`src/rtl/tpc_pkg.sv`:
```
`timescale 1ns / 1ps
`default_nettype none
// ----------------------------------------------------------------------------
// tpc_pkg
// shared types, codes and channel arithmetic for the texture pixel combiner
// ----------------------------------------------------------------------------
package tpc_pkg;

    localparam int CH_W    = 8;
    localparam int OP_W    = 3;
    localparam int SCALE_W = 16;
    localparam int CFG_IDX_W = 3;

    localparam logic [CH_W-1:0] CH_MAX = 8'hFF;

    // opcodes
    localparam logic [OP_W-1:0] OP_ADD          = 3'd0;
    localparam logic [OP_W-1:0] OP_ADD_NORMALS  = 3'd1;
    localparam logic [OP_W-1:0] OP_SCALE        = 3'd2;
    localparam logic [OP_W-1:0] OP_INVERT_ALPHA = 3'd3;
    localparam logic [OP_W-1:0] OP_INVERT_COLOR = 3'd4;
    localparam logic [OP_W-1:0] OP_INTENSITY    = 3'd5;
    localparam logic [OP_W-1:0] OP_MAKE_ALPHA   = 3'd6;

    // register indexes
    localparam logic [CFG_IDX_W-1:0] REG_SCALE_RED   = 3'd0;
    localparam logic [CFG_IDX_W-1:0] REG_SCALE_GREEN = 3'd1;
    localparam logic [CFG_IDX_W-1:0] REG_SCALE_BLUE  = 3'd2;
    localparam logic [CFG_IDX_W-1:0] REG_SCALE_ALPHA = 3'd3;

    localparam logic [SCALE_W-1:0] SCALE_ONE = 16'h0100;

    typedef struct packed {
        logic [CH_W-1:0] red;
        logic [CH_W-1:0] green;
        logic [CH_W-1:0] blue;
        logic [CH_W-1:0] alpha;
    } pixel_t;

    // (a + b) / 2, round half to even
    function automatic logic [CH_W-1:0] avg_rne(input logic [CH_W-1:0] a,
                                                input logic [CH_W-1:0] b);
        logic [CH_W:0] s;
        logic [CH_W:0] q;
        s = {1'b0, a} + {1'b0, b};
        q = {1'b0, s[CH_W:1]} + {{CH_W{1'b0}}, s[0] & s[1]};
        return q[CH_W-1:0];
    endfunction

    // p * f / 256, round half to even, saturate at 255
    function automatic logic [CH_W-1:0] scale_rne(input logic [CH_W-1:0] p,
                                                  input logic [SCALE_W-1:0] f);
        logic [CH_W+SCALE_W-1:0] prod;
        logic [SCALE_W:0]        q;
        logic                    inc;
        prod = {{SCALE_W{1'b0}}, p} * {{CH_W{1'b0}}, f};
        inc  = (prod[7:0] > 8'd128) || ((prod[7:0] == 8'd128) && prod[8]);
        q    = {1'b0, prod[CH_W+SCALE_W-1:8]} + {{SCALE_W{1'b0}}, inc};
        return (q > {{(SCALE_W+1-CH_W){1'b0}}, CH_MAX}) ? CH_MAX : q[CH_W-1:0];
    endfunction

    // floor(x / 3) for x up to 765, reciprocal 683 / 2048
    function automatic logic [CH_W-1:0] div3(input logic [9:0] x);
        logic [19:0] m;
        m = {10'd0, x} * 20'd683;
        return m[18:11];
    endfunction

endpackage
`default_nettype wire

```
`src/rtl/texture_pixel_combiner_core.sv`:
```
`timescale 1ns / 1ps
`default_nettype none
// ----------------------------------------------------------------------------
// texture_pixel_combiner_core
// rgba8 pixel combiner: average, normal average, scale, inversions, make alpha, intensity
// ----------------------------------------------------------------------------
// One pixel per clock, sustained while out_ready is high. A transfer on the
// input lands in an input register; from there the whole operation is worked
// out in one pass and written to the result register once it is free. The
// longest path is the 8x16 scale multiply with its rounding and saturation.
// The two registers form a short pipeline: the input register still takes a
// pixel while a finished result waits, and in_ready drops only once both
// registers are full and out_ready is low. Scale registers reset to 1.0
// (0x0100) and are to be written by the user through cfg_write /
// cfg_index / cfg_data only while the block is idle; it does not enforce this.
module texture_pixel_combiner_core (
    input  logic                            clk,
    input  logic                            rst_n,
    // configuration
    input  logic                            cfg_write,
    input  logic [tpc_pkg::CFG_IDX_W-1:0]   cfg_index,
    input  logic [tpc_pkg::SCALE_W-1:0]     cfg_data,
    // input channel
    input  logic                            in_valid,
    output logic                            in_ready,
    input  logic [tpc_pkg::OP_W-1:0]        opcode,
    input  logic [tpc_pkg::CH_W-1:0]        first_red,
    input  logic [tpc_pkg::CH_W-1:0]        first_green,
    input  logic [tpc_pkg::CH_W-1:0]        first_blue,
    input  logic [tpc_pkg::CH_W-1:0]        first_alpha,
    input  logic [tpc_pkg::CH_W-1:0]        second_red,
    input  logic [tpc_pkg::CH_W-1:0]        second_green,
    input  logic [tpc_pkg::CH_W-1:0]        second_blue,
    input  logic [tpc_pkg::CH_W-1:0]        second_alpha,
    // output channel
    output logic                            out_valid,
    input  logic                            out_ready,
    output logic [tpc_pkg::CH_W-1:0]        out_red,
    output logic [tpc_pkg::CH_W-1:0]        out_green,
    output logic [tpc_pkg::CH_W-1:0]        out_blue,
    output logic [tpc_pkg::CH_W-1:0]        out_alpha
);
    import tpc_pkg::*;

    logic [SCALE_W-1:0] scale_red_reg;
    logic [SCALE_W-1:0] scale_green_reg;
    logic [SCALE_W-1:0] scale_blue_reg;
    logic [SCALE_W-1:0] scale_alpha_reg;

    logic               in_valid_reg;
    logic [OP_W-1:0]    op_reg;
    pixel_t             pix_a_reg;
    pixel_t             pix_b_reg;

    logic               out_valid_reg;
    pixel_t             res_reg;
    pixel_t             res_next;

    logic               out_free;
    logic               advance;
    logic               in_take;
    logic [9:0]         rgb_sum;

    // ---------------- configuration registers ----------------
    always_ff @(posedge clk or negedge rst_n)
    begin
        if (!rst_n)
        begin
            scale_red_reg   <= SCALE_ONE;
            scale_green_reg <= SCALE_ONE;
            scale_blue_reg  <= SCALE_ONE;
            scale_alpha_reg <= SCALE_ONE;
        end
        else if (cfg_write)
        begin
            case (cfg_index)
                REG_SCALE_RED:   scale_red_reg   <= cfg_data;
                REG_SCALE_GREEN: scale_green_reg <= cfg_data;
                REG_SCALE_BLUE:  scale_blue_reg  <= cfg_data;
                REG_SCALE_ALPHA: scale_alpha_reg <= cfg_data;
                default:         ;
            endcase
        end
    end

    // ---------------- pipeline control ----------------
    assign out_free = !out_valid_reg || out_ready;
    assign advance  = in_valid_reg && out_free;
    assign in_ready = !in_valid_reg || out_free;
    assign in_take  = in_valid && in_ready;

    // input register
    always_ff @(posedge clk or negedge rst_n)
    begin
        if (!rst_n)
        begin
            in_valid_reg <= 1'b0;
        end
        else if (in_ready)
        begin
            in_valid_reg <= in_valid;
        end
    end

    always_ff @(posedge clk)
    begin
        if (in_take)
        begin
            op_reg    <= opcode;
            pix_a_reg <= '{red: first_red, green: first_green,
                           blue: first_blue, alpha: first_alpha};
            pix_b_reg <= '{red: second_red, green: second_green,
                           blue: second_blue, alpha: second_alpha};
        end
    end

    // ---------------- single-pass datapath ----------------
    assign rgb_sum = {2'b00, pix_a_reg.red} + {2'b00, pix_a_reg.green}
                   + {2'b00, pix_a_reg.blue};

    always_comb
    begin
        res_next = pix_a_reg;
        case (op_reg)
            OP_ADD:
            begin
                res_next.red   = avg_rne(pix_a_reg.red,   pix_b_reg.red);
                res_next.green = avg_rne(pix_a_reg.green, pix_b_reg.green);
                res_next.blue  = avg_rne(pix_a_reg.blue,  pix_b_reg.blue);
                res_next.alpha = avg_rne(pix_a_reg.alpha, pix_b_reg.alpha);
            end
            OP_ADD_NORMALS:
            begin
                res_next.red   = avg_rne(pix_a_reg.red,   pix_b_reg.red);
                res_next.green = avg_rne(pix_a_reg.green, pix_b_reg.green);
                res_next.blue  = avg_rne(pix_a_reg.blue,  pix_b_reg.blue);
                res_next.alpha = CH_MAX;
            end
            OP_SCALE:
            begin
                res_next.red   = scale_rne(pix_a_reg.red,   scale_red_reg);
                res_next.green = scale_rne(pix_a_reg.green, scale_green_reg);
                res_next.blue  = scale_rne(pix_a_reg.blue,  scale_blue_reg);
                res_next.alpha = scale_rne(pix_a_reg.alpha, scale_alpha_reg);
            end
            OP_INVERT_ALPHA:
            begin
                res_next.alpha = CH_MAX - pix_a_reg.alpha;
            end
            OP_INVERT_COLOR:
            begin
                res_next.red   = CH_MAX - pix_a_reg.red;
                res_next.green = CH_MAX - pix_a_reg.green;
                res_next.blue  = CH_MAX - pix_a_reg.blue;
            end
            OP_INTENSITY:
            begin
                res_next.green = pix_a_reg.red;
                res_next.blue  = pix_a_reg.red;
                res_next.alpha = pix_a_reg.red;
            end
            OP_MAKE_ALPHA:
            begin
                res_next.red   = CH_MAX;
                res_next.green = CH_MAX;
                res_next.blue  = CH_MAX;
                res_next.alpha = div3(rgb_sum);
            end
            default:
            begin
                // unused opcode passes the first pixel through
                res_next = pix_a_reg;
            end
        endcase
    end

    // result register
    always_ff @(posedge clk or negedge rst_n)
    begin
        if (!rst_n)
        begin
            out_valid_reg <= 1'b0;
        end
        else if (out_free)
        begin
            out_valid_reg <= in_valid_reg;
        end
    end

    always_ff @(posedge clk)
    begin
        if (advance)
        begin
            res_reg <= res_next;
        end
    end

    assign out_valid = out_valid_reg;
    assign out_red   = res_reg.red;
    assign out_green = res_reg.green;
    assign out_blue  = res_reg.blue;
    assign out_alpha = res_reg.alpha;

endmodule
`default_nettype wire

```
`config.mk`:
```
export PLATFORM = sky130hd
export DESIGN_NAME = texture_pixel_combiner_core
export DESIGN_NICKNAME = d
export VERILOG_FILES = /design/src/rtl/tpc_pkg.sv /design/src/rtl/texture_pixel_combiner_core.sv
export SDC_FILE = /design/constraint.sdc
export NUM_CORES = 1
export LEC_CHECK = 0
export BUFFER_PORTS_ARGS = -buffer_cell sky130_fd_sc_hd__buf_2
export CAP_MARGIN = 10
export CORE_MARGIN = 10
export CORE_UTILIZATION = 52
export CTS_CLUSTER_DIAMETER = 30
export DETAILED_ROUTE_END_ITERATION = 10
export GPL_ROUTABILITY_DRIVEN = 0
export PLACE_DENSITY = 0.66
export SETUP_SLACK_MARGIN = 0.3
export SLEW_MARGIN = 20
export SYNTH_ARGS = -nofsm -noshare
export SYNTH_HDL_FRONTEND = slang
export SYNTH_SLANG_ARGS = --single-unit
```
`constraint.sdc`:
```
create_clock -name clk -period 10.5 [get_ports clk]
set_input_delay 1.05 -clock clk [delete_from_list [all_inputs] [get_ports clk]]
set_output_delay 1.05 -clock clk [all_outputs]
set_load 0.02 [all_outputs]
```
==> out/summary.txt <==
FMAX - 0.1271 GHz
vias in the first global route - 23834
WL per Instance - 19.90 µm
final setup margin - 2.633 ns
Final Hold Vio Count - 0
hold_buf cts - 0
DRT Pass-1 Iters - 7
Post-synth ARST share - 0.4000
Setup WS pre-CTS - 2.784 ns
die width - 254.5 µm
CTS root buf - clkbuf_16
Worst Reg-to-Reg Cells - 24
warnings from Yosys - 0
FF+latch count, synth - 165
Min Hold Slack - 0.5001 ns
commonest cells after routing, fill and taps aside - and2_1 (383), inv_1 (381), fa_1 (370)
register area share after synthesis - 0.1619
nets@finish - 3894
die area - 64760 µm²
worst setup path category - register to register
Boundary Pins - 125
setup TNS - 0 ns
Worst-Margin Slew - 1.080 ns
CP startpoint kind - register
DRC viols - 0
crit path max-delay cell type - edfxtp_1
fin cells - 3861
average size of a mapped cell - 9.204 µm²
Post-DRT Antenna Nets - 0
DP Wirelength - 60.11 mm
GR Util All Layers - 0.2439
Sink Count - 165
crit path DAT - 8.10 ns
Synth Instances - 3106
Post-synth top flop - edfxtp_1
number of post-CTS setup repair buffers - 0
first-pass GRT wire length - 125.1 mm
CP required - 10.73 ns
Initial Util - 0.5281
MaxCap Viol Count - 0
library cells used by synthesis - 88
Finish-stage setup viols - 0
initial antenna violation count - 5
Rel. slew slack - 0.2765
crit path cell chain - fa_1, ha_1, a21o_1, a21oi_1, o21bai_1, a21oi_1, o21bai_1, a21oi_1, xor2_1, ha_1, ha_1, fa_1, fa_1, fa_1, ha_1, a21oi_1, nand2_1, o311ai_0, a21oi_1, nand4_1, nand4b_1, xor2_1, a22oi_1, a21oi_1
Mapped Area - 28590 µm²
Critical Path Max Stage Delay - 0.98 ns
Max clock buf depth - 2
crit share post-route - 0.7492
Via density - 5.919
Clock Pin Slew Worst Setup and Hold Paths - 0.08 ns
drt total wl - 76.83 mm
Final Skew - 0.01360 ns
unrepaired setup endpoints after global routing - false
# diodes - 0
commonest non-fill, non-tap cell in the layout - and2_1
Die Ht - 254.5 µm
Via Count - 22852
Clk Latency, worst-skew pair - 0.49 ns
port bufs - 124
Top cell by count, worst path - a21oi_1
FP Rows - 85
hold crit path type - register to register
cts bufs inserted - 17
Iter 0 DRT Violations - 1331
Hold Path Stages - 1
number of flops mapped to enable cells by yosys - 99
H-tree Lvls - 4
Slew Limit Fails - 0
core area - 54130 µm²
largest net degree at the start of global routing - 67
outcome - completed
TritonCTS clock tree - built
area delta synth->final - 6.368%
grt total ovfl - 0
Mapped Nets - 3848
worst-path fanout max - 22
cts repair resizes - 0
layout cells sized above 1 - 0.08815
Placed Cells incl. Taps - 3829
crit path time final - 7.867 ns
Setup crit end kind - register
[critical path: cells and delay by family, from the launching register on]
kind | cells | cell delay (ns)
compound gates | 11 | 2.43
xor+xnor | 2 | 0.55
fa+ha+maj | 8 | 3.26
flops | 1 | 0.98
simple gates | 3 | 0.36
[layout make-up]
class,count,area (µm²)
Clock inverter,13,210.2
Tap cell,696,870.8
Sequential cell,165,4629
Clock buffer,19,432.9
Multi-Input combinational cell,2447,22090
Timing Repair Buffer,140,740.7
Inverter,381,1430
Fill cell,4856,23730
[synthesized netlist by cell type (20+ instances only)]
library cell	number	share of area
and2_1	385	0.084
inv_1	381	0.050
fa_1	370	0.26
ha_1	281	0.12
nand2_1	257	0.034
a21oi_1	184	0.032
nor2_1	130	0.017
clkbuf_1	103	0.014
edfxtp_1	99	0.10
xnor2_1	88	0.027
o21ai_0	79	0.014
mux2_2	66	0.026
dfrtp_1	62	0.054
xor2_1	55	0.017
nand3_1	49	0.0086
nor3_1	42	0.0074
a21o_1	35	0.0092
a211oi_1	27	0.0071
nand4_1	26	0.0057
and3_1	22	0.0048
o21bai_1	21	0.0055
o211ai_1	20	0.0053
[final timing paths]
kind	from	endpoint	slack (ns)
max reg2reg	pix_a_reg[26]	out_alpha[6]	2.63
min in group asynchronous	rst_n	scale_red_reg[13]	0.75
min reg2reg	in_valid_reg	out_valid	0.50
min	in_valid_reg	out_valid	0.50
max in group asynchronous	rst_n	scale_blue_reg[13]	9.09
max	pix_a_reg[26]	out_alpha[6]	2.63
[cell families after synthesis]
logic type,Yosys count,synth area share
flops,165,0.1619
fa+ha+maj,651,0.3821
simple gates,1041,0.1951
buf+inv,494,0.06574
mux,74,0.02880
xor+xnor,144,0.04438
compound gates,537,0.1220
[per-stage QoR]
stage / cell area [µm²] / utilization
floorplan: 28590 / -
global placement: 29760 / 0.5498
detailed placement: 29760 / 0.5498
CTS: 30400 / 0.5617
global route: 30410 / 0.5617
finish: 30410 / 0.5617
[metal layers]
layer | track usage | up-vias | wire [µm]
li1 | - | 10544 | -
met1 | 0.3010 | 11408 | 31440
met2 | 0.4077 | 751 | 36670
met3 | 0.05873 | 147 | 6057
met4 | 0.09218 | 2 | 2662
met5 | 0 | - | 11
Power is left out: the tool's default activity adds up to more than one toggle a clock period on the data nets, which glitch-free logic cannot reach.
